[config.mk]
export PLATFORM = sky130hd
export DESIGN_NAME = i2c_register_transaction_master_core_flat
export DESIGN_NICKNAME = d
export VERILOG_FILES = /design/src/hw/rtl/i2crtm_pkg.sv /design/src/hw/rtl/i2crtm_if.sv /design/src/hw/rtl/i2c_register_transaction_master_core.sv /design/src/hw/rtl/i2crtm_step.sv /design/src/flat_wrapper.sv
export SDC_FILE = /design/constraint.sdc
export NUM_CORES = 1
export LEC_CHECK = 0
export ABC_AREA = 1
export BUFFER_PORTS_ARGS = -buffer_cell sky130_fd_sc_hd__buf_2
export CELL_PAD_IN_SITES_DETAIL_PLACEMENT = 1
export CELL_PAD_IN_SITES_GLOBAL_PLACEMENT = 1
export CORE_MARGIN = 8
export CORE_UTILIZATION = 35
export CTS_CLUSTER_DIAMETER = 150
export DETAILED_ROUTE_END_ITERATION = 6
export PLACE_DENSITY_LB_ADDON = 0.2
export SLEW_MARGIN = 20
export SYNTH_ARGS = -nofsm -noshare
export SYNTH_HDL_FRONTEND = slang
export SYNTH_HIERARCHICAL = 1
export SYNTH_SLANG_ARGS = --single-unit
[constraint.sdc]
create_clock -name clock -period 2.25 [get_ports clock]
set_input_delay 0.3375 -clock clock [delete_from_list [all_inputs] [get_ports clock]]
set_output_delay 0.3375 -clock clock [all_outputs]
set_load 0.05 [all_outputs]
[src/hw/rtl/i2crtm_pkg.sv]
// Types, codes and constants shared by the I2C register transaction master.
package i2crtm_pkg;

   localparam int MAX_BYTES = 8;
   localparam int CNT_W     = 4;
   localparam int IDX_W     = 3;

   localparam logic CMD_START = 1'b0;
   localparam logic CMD_EVENT = 1'b1;

   typedef enum logic [2:0] {
      PH_IDLE  = 3'd0,
      PH_ERROR = 3'd1,
      PH_ADDR  = 3'd2,
      PH_REG   = 3'd3,
      PH_DATA  = 3'd4,
      PH_RECV  = 3'd5
   } phase_type;

   typedef enum logic [2:0] {
      ACT_NONE  = 3'd0,
      ACT_ADDRW = 3'd1,
      ACT_ADDRR = 3'd2,
      ACT_BYTE  = 3'd3,
      ACT_STOP  = 3'd4,
      ACT_FLUSH = 3'd5,
      ACT_ACKRX = 3'd6,
      ACT_NACKS = 3'd7
   } action_type;

   typedef enum logic [1:0] {
      ERR_UNEXPECTED = 2'd0,
      ERR_ARB_LOST   = 2'd1,
      ERR_BUS_FAULT  = 2'd2,
      ERR_NO_ACK     = 2'd3
   } error_type;

   typedef struct packed {
      logic        cmd;
      logic [6:0]  dev_addr;
      logic [7:0]  reg_addr;
      logic [3:0]  byte_count;
      logic        is_write;
      logic [63:0] write_bytes;
      logic        arb_lost;
      logic        bus_fault;
      logic        nack_seen;
      logic [7:0]  rx_byte;
   } req_type;

   typedef struct packed {
      logic        accepted;
      action_type  action;
      logic [7:0]  tx_byte;
      logic        read_valid;
      logic [7:0]  read_byte;
      logic [2:0]  read_index;
      logic        busy_res;
      logic        error_flag;
      logic [1:0]  error_code;
   } rsp_type;

   typedef struct packed {
      phase_type         phase;
      logic              write_mode;
      logic [6:0]        target_addr;
      logic [7:0]        target_reg;
      logic [CNT_W-1:0]  byte_index;
      logic [CNT_W-1:0]  byte_total;
      logic [63:0]       tx_data;
      error_type         last_error;
   } state_type;

endpackage

[src/hw/rtl/i2crtm_if.sv]
// Valid/ready channel interfaces for transaction requests and bus responses.
interface i2crtm_req_if;
   import i2crtm_pkg::*;
   logic    valid;
   logic    ready;
   req_type payload;
   modport source (output valid, output payload, input ready);
   modport sink (input valid, input payload, output ready);
endinterface

interface i2crtm_rsp_if;
   import i2crtm_pkg::*;
   logic    valid;
   logic    ready;
   rsp_type payload;
   modport source (output valid, output payload, input ready);
   modport sink (input valid, input payload, output ready);
endinterface

[src/hw/rtl/i2c_register_transaction_master_core.sv]
// I2C register transaction master: top level with state and response registers.
//
// Usage:
//   req_ch carries one request per transfer: a start (cmd 0) with device
//   address, register, length and write bytes, or a bus event (cmd 1) with
//   arbitration loss, bus fault, missing acknowledge and a received byte.
//   rsp_ch returns exactly one response per request: the next bus command,
//   the byte to send, any received byte with its index, and busy/error status.
//   A start is taken only while idle or in error; otherwise it is answered
//   with accepted 0 and no command.
// Response: registered, it appears in the cycle after its request transfer.
// Throughput: one request per cycle unless rsp_ch stalls; the state update and
//   command choice fit in one logic pass between state and response registers.
// Reset: the transaction state returns to idle and the response register
//   empties.
// Stall: while rsp_ch is stalled with a response pending, req_ch is not
//   ready; a new request is taken in the same cycle the pending response
//   transfers.
module i2c_register_transaction_master_core (
   input logic           clock,
   input logic           reset,
   i2crtm_req_if.sink    req_ch,
   i2crtm_rsp_if.source  rsp_ch
);
   import i2crtm_pkg::*;

   state_type state_ff, state_in;
   rsp_type   rsp_ff, rsp_in;
   logic      rsp_valid_ff, rsp_valid_in;
   logic      req_fire;

   assign req_ch.ready = !rsp_valid_ff || rsp_ch.ready;
   assign req_fire     = req_ch.valid && req_ch.ready;

   i2crtm_step u_step (
      .cur (state_ff),
      .req (req_ch.payload),
      .nxt (state_in),
      .rsp (rsp_in)
   );

   assign rsp_valid_in = req_fire || (rsp_valid_ff && !rsp_ch.ready);

   always_ff @(posedge clock) begin
      if (reset) begin
         state_ff     <= '0;
         rsp_valid_ff <= 1'b0;
      end else begin
         rsp_valid_ff <= rsp_valid_in;
         if (req_fire) begin
            state_ff <= state_in;
            rsp_ff   <= rsp_in;
         end
      end
   end

   assign rsp_ch.valid   = rsp_valid_ff;
   assign rsp_ch.payload = rsp_ff;

`ifndef ASSERT_OFF
   a_fire_gives_rsp: assert property (@(posedge clock) disable iff (reset)
      req_fire |=> rsp_valid_ff)
      else $error("request transfer without response");

   a_start_to_addr: assert property (@(posedge clock) disable iff (reset)
      req_fire && req_ch.payload.cmd == CMD_START &&
      (state_ff.phase == PH_IDLE || state_ff.phase == PH_ERROR)
      |=> state_ff.phase == PH_ADDR && rsp_ff.accepted)
      else $error("accepted start did not enter address phase");

   a_count_bound: assert property (@(posedge clock) disable iff (reset)
      state_ff.byte_total <= CNT_W'(MAX_BYTES) &&
      state_ff.byte_index <= CNT_W'(MAX_BYTES))
      else $error("byte count out of range");

   a_error_not_busy: assert property (@(posedge clock) disable iff (reset)
      rsp_valid_ff |-> !(rsp_ff.error_flag && rsp_ff.busy_res))
      else $error("error and busy both set");

   a_read_action: assert property (@(posedge clock) disable iff (reset)
      rsp_valid_ff && rsp_ff.read_valid
      |-> rsp_ff.action == ACT_ACKRX || rsp_ff.action == ACT_NACKS)
      else $error("received byte without receive command");
`endif

endmodule

[src/hw/rtl/i2crtm_step.sv]
// Next-state and response logic for one request against the current state.
module i2crtm_step (
   input  i2crtm_pkg::state_type cur,
   input  i2crtm_pkg::req_type   req,
   output i2crtm_pkg::state_type nxt,
   output i2crtm_pkg::rsp_type   rsp
);
   import i2crtm_pkg::*;

   logic [CNT_W-1:0] idx_inc;
   logic [CNT_W-1:0] rx_idx;
   logic [7:0]       next_byte;
   logic             more_tx;

   assign idx_inc   = cur.byte_index + CNT_W'(1);
   assign next_byte = cur.tx_data[{cur.byte_index[IDX_W-1:0], 3'b000} +: 8];
   assign more_tx   = (cur.byte_index < cur.byte_total) &&
                      (cur.byte_index < CNT_W'(MAX_BYTES));
   assign rx_idx    = (cur.byte_index < CNT_W'(15)) ? idx_inc : cur.byte_index;

   always_comb begin
      nxt            = cur;
      rsp            = '0;
      rsp.action     = ACT_NONE;
      if (req.cmd == CMD_START) begin
         if (cur.phase == PH_IDLE || cur.phase == PH_ERROR) begin
            rsp.accepted    = 1'b1;
            nxt.target_addr = req.dev_addr;
            nxt.target_reg  = req.reg_addr;
            nxt.byte_total  = (req.byte_count > CNT_W'(MAX_BYTES)) ?
                              CNT_W'(MAX_BYTES) : req.byte_count;
            nxt.write_mode  = req.is_write;
            nxt.tx_data     = req.write_bytes;
            nxt.byte_index  = '0;
            nxt.phase       = PH_ADDR;
            rsp.action      = ACT_ADDRW;
            rsp.tx_byte     = {req.dev_addr, 1'b0};
         end
      end else if (req.arb_lost) begin
         nxt.phase      = PH_ERROR;
         nxt.last_error = ERR_ARB_LOST;
         rsp.action     = ACT_FLUSH;
      end else if (req.bus_fault) begin
         nxt.phase      = PH_ERROR;
         nxt.last_error = ERR_BUS_FAULT;
         rsp.action     = ACT_FLUSH;
      end else begin
         case (cur.phase)
            PH_ADDR, PH_REG, PH_DATA: begin
               if (req.nack_seen) begin
                  nxt.phase      = PH_ERROR;
                  nxt.last_error = ERR_NO_ACK;
                  rsp.action     = ACT_FLUSH;
               end else if (cur.phase == PH_ADDR) begin
                  rsp.tx_byte = cur.target_reg;
                  nxt.phase   = PH_REG;
                  rsp.action  = ACT_BYTE;
               end else if (cur.phase == PH_REG && !cur.write_mode) begin
                  rsp.tx_byte = {cur.target_addr, 1'b1};
                  nxt.phase   = PH_RECV;
                  rsp.action  = ACT_ADDRR;
               end else if (more_tx) begin
                  rsp.tx_byte    = next_byte;
                  nxt.byte_index = idx_inc;
                  nxt.phase      = PH_DATA;
                  rsp.action     = ACT_BYTE;
               end else begin
                  nxt.phase  = PH_IDLE;
                  rsp.action = ACT_STOP;
               end
            end
            PH_RECV: begin
               if (cur.byte_index < cur.byte_total) begin
                  rsp.read_valid = 1'b1;
                  rsp.read_byte  = req.rx_byte;
                  rsp.read_index = cur.byte_index[IDX_W-1:0];
               end
               nxt.byte_index = rx_idx;
               if (rx_idx >= cur.byte_total) begin
                  nxt.phase  = PH_IDLE;
                  rsp.action = ACT_NACKS;
               end else begin
                  rsp.action = ACT_ACKRX;
               end
            end
            default: begin
               nxt.phase      = PH_ERROR;
               nxt.last_error = ERR_UNEXPECTED;
               rsp.action     = ACT_FLUSH;
            end
         endcase
      end
      rsp.busy_res   = (nxt.phase != PH_IDLE) && (nxt.phase != PH_ERROR);
      rsp.error_flag = (nxt.phase == PH_ERROR);
      rsp.error_code = (nxt.phase == PH_ERROR) ? nxt.last_error : ERR_UNEXPECTED;
   end

endmodule

[src/flat_wrapper.sv]
// flat-port wrapper written by rule: the top's interface ports become plain ports
module i2c_register_transaction_master_core_flat import i2crtm_pkg::*;
  (clock, reset, req_ch_valid, req_ch_payload, req_ch_ready, rsp_ch_valid, rsp_ch_payload, rsp_ch_ready);
  i2crtm_req_if req_ch_i ();
  i2crtm_rsp_if rsp_ch_i ();
  input logic clock;
  input logic reset;
  input wire logic [$bits(req_ch_i.valid)-1:0] req_ch_valid;
  input wire logic [$bits(req_ch_i.payload)-1:0] req_ch_payload;
  output wire logic [$bits(req_ch_i.ready)-1:0] req_ch_ready;
  output wire logic [$bits(rsp_ch_i.valid)-1:0] rsp_ch_valid;
  output wire logic [$bits(rsp_ch_i.payload)-1:0] rsp_ch_payload;
  input wire logic [$bits(rsp_ch_i.ready)-1:0] rsp_ch_ready;
  assign req_ch_i.valid = req_ch_valid;
  assign req_ch_i.payload = req_ch_payload;
  assign req_ch_ready = req_ch_i.ready;
  assign rsp_ch_valid = rsp_ch_i.valid;
  assign rsp_ch_payload = rsp_ch_i.payload;
  assign rsp_ch_i.ready = rsp_ch_ready;
  i2c_register_transaction_master_core u_core (.clock(clock), .reset(reset), .req_ch(req_ch_i), .rsp_ch(rsp_ch_i));
endmodule
==> flow_metrics.py <==
metrics = {
    "global_routing": {
        "grt_pass1_wl_um": 40800,
        "overflow": 0,
        "gr-max-usage-layer": "met2",
        "first_global_vias": 8031,
        "use_met3": 0.0280,
        "grt_max_degree": 92,
        "grt_use_total": 0.188,
        "antenna_found_initial": 0,
        "grt.met2_usage": 0.315,
        "use_met1": 0.239,
    },
    "routing": {
        "drc": 0,
        "drt_iter0_drc": 415,
        "num_vias": 8020,
        "via_per_inst": 4.94,
        "wl_per_cell_um": 16.0,
        "drt_wl_total_um": 26000,
        "dr.pass1.iters": 4,
        "ant_nets": 0,
    },
    "clocking": {
        "cts_tree": "yes",
        "numCtsBuffers": 17,
        "htree_levels": 4,
        "clkSinkCount": 121,
        "cts.reportedPaths.clkPinSlew_ns": 0.06,
        "hold_buffers": 0,
        "insertion_delay_ns": 0.42,
        "clock_path_buffers": 2,
        "clockRootBuffer": "clkbuf_16",
    },
    "power_and_ir_drop": {
        "ir_drop_v": 0.000465,
        "leakage_nw": 4.59,
        "power_mw": 7.08,
        "power_density_mw_per_mm2": 757,
    },
    "placed_design": {
        "hpwlAfterDp_um": 17800,
        "port_buffers": 129,
        "gp_congestion": 0.890,
        "place_area_mm2": 0.00862,
    },
    "synthesis": {
        "yosysWarnings": 6,
        "syn_nets": 1342,
        "syn_inst": 1234,
        "syn-cell-area_mm2": 0.00778,
        "syn_area_per_cell_um2": 6.31,
    },
    "finish": {
        "drive_gt1_frac": 0.175,
        "syn_to_final_growth_pct": 20.2,
        "fill_cells": 2940,
        "num_antenna_cells": 0,
        "num-nets-final": 1440,
        "final_cell_area_mm2": 0.00936,
    },
    "timing": {
        "max_slew_margin": 0.644,
        "whs_ns": 0.194,
        "final_hold_viol_count": 0,
        "rsz0062_at_grt": "yes",
        "fin_crit_sh": 0.979,
        "clock.fmax_mhz": 454,
        "tightest_slew_ns": 0.533,
        "fin_crit_ns": 2.20,
        "fin_skew_ns": 0.00522,
        "slew_violations": 0,
        "finalSetupViolCount": 0,
    },
    "critical_path": {
        "worstPathArrival_ns": 2.48,
        "setup.worst_path.start_class": "flop",
        "critPathMaxFanout": 4,
        "required_ns": 2.53,
        "cp-end-kind": "flop",
        "crit_type": "flop to flop",
    },
    "floorplanning": {
        "core_mm2": 0.0218,
        "dieArea_mm2": 0.0273,
        "rows": 54,
        "io_pins": 130,
        "initial_core_util": 0.357,
        "die_h_um": 165,
        "die_w_um": 165,
    },
    "status": {
        "status": "complete, no violations",
    },
    "hold_path": {
        "hold_class": "input pin to flop",
    },
    "run": {
        "cap_viol_max_count": 0,
    },
}
[through the flow]
step / setup slack (ns) / util / setup TNS [ns] / std cells
4_1_cts: 0.0261 / 0.424 / 0 / 1622
3_5_place_dp: -0.00573 / 0.395 / -0.00693 / 1590
3_3_place_gp: 0.0788 / 0.395 / 0 / 1590
5_1_grt: -0.119 / 0.429 / -0.689 / 1625
6_report: 0.0470 / 0.429 / 0 / 1625
2_1_floorplan: 0.167 / - / 0 / 1234
[critical path, stage by stage (launching register included)]
cell and delay [ns]:
dfxtp_4 0.38, ha_4 0.15, nand2_4 0.06, nor2_4 0.16
nand2_1 0.10, o21ai_2 0.08, ha_1 0.26, inv_1 0.06
o21bai_1 0.06, nand3_1 0.11, nand4_1 0.15, nand4_1 0.14
nand2_1 0.08, nor2_2 0.12, nand3_2 0.07, nor2_1 0.08
[worst paths after layout]
| check | start | endpoint | slack (ns) | cells after the start |
|---|---|---|---|---|
| worst max-delay path | u_core/state_ff[71]$_SDFFE_PP0P_ | u_core/rsp_ch.payload[0]$_DFFE_PP_ | 0.05 | 15 |
| worst min register to register | u_core/state_ff[39]$_SDFFE_PP0P_ | u_core/state_ff[39]$_SDFFE_PP0P_ | 0.48 | 2 |
| worst min-delay path | reset | u_core/rsp_ch.valid$_SDFF_PP0_ | 0.19 | 2 |
| worst max register to register | u_core/state_ff[71]$_SDFFE_PP0P_ | u_core/rsp_ch.payload[0]$_DFFE_PP_ | 0.05 | 15 |
[cells in the final DEF, fill, tap and decap left out, drive strengths merged]
| master | instances |
|---|---|
| nand2 | 340 |
| inv | 175 |
| buf | 161 |
| a21oi | 149 |
| nor2 | 135 |
| nand3 | 125 |
| dfxtp | 93 |
| o21ai | 77 |
| edfxtp | 28 |
| clkbuf | 18 |
| clkinv | 9 |
| ha | 8 |
| nand4 | 6 |
| bufinv | 5 |
| o22ai | 3 |
| clkinvlp | 2 |
| or2 | 2 |
| nand3b | 2 |
| nor3 | 2 |
| a21o | 1 |
| o21bai | 1 |
| a21boi | 1 |
| a31oi | 1 |
| o31ai | 1 |
[cell type report]
class | instances | area (µm²) | share of cell area
tap | 280 | 350 | 0.0374
multi-input combinational | 854 | 3980 | 0.425
timing repair buffer | 162 | 1030 | 0.110
sequential | 121 | 2710 | 0.289
clock inverter | 15 | 206 | 0.0221
inverter | 176 | 666 | 0.0711
clock buffer | 17 | 425 | 0.0454
[where the power goes]
part	total, mW	internal [mW]	switching, mW
sequential	2.49	2.39	0.108
clock	2.97	1.94	1.03
combinational	1.61	0.559	1.05
total	7.08	4.89	2.19
[layer usage]
layer  vias to the layer above  wire length, µm
met1                      3726            12200
met5                         -                0
met2                       166            12100
met3                        35             1010
met4                         0              637
li1                       4093                -
[sequential cells by signal, summed over array words and instances, names as in the netlist]
signal,count
u_core/rsp_ch.payload,28
u_core/rsp_ch.valid,1
u_core/state_ff,92
[repair_timing]
item,CTS,global route
buffers inserted,0,2
endpoints found under the setup margin,2,8
pin swaps,0,10
gates cloned,0,1
gates resized for setup,1,20
hold endpoints to repair,0,0
No activity file was read; power rests on OpenSTA's default activity.
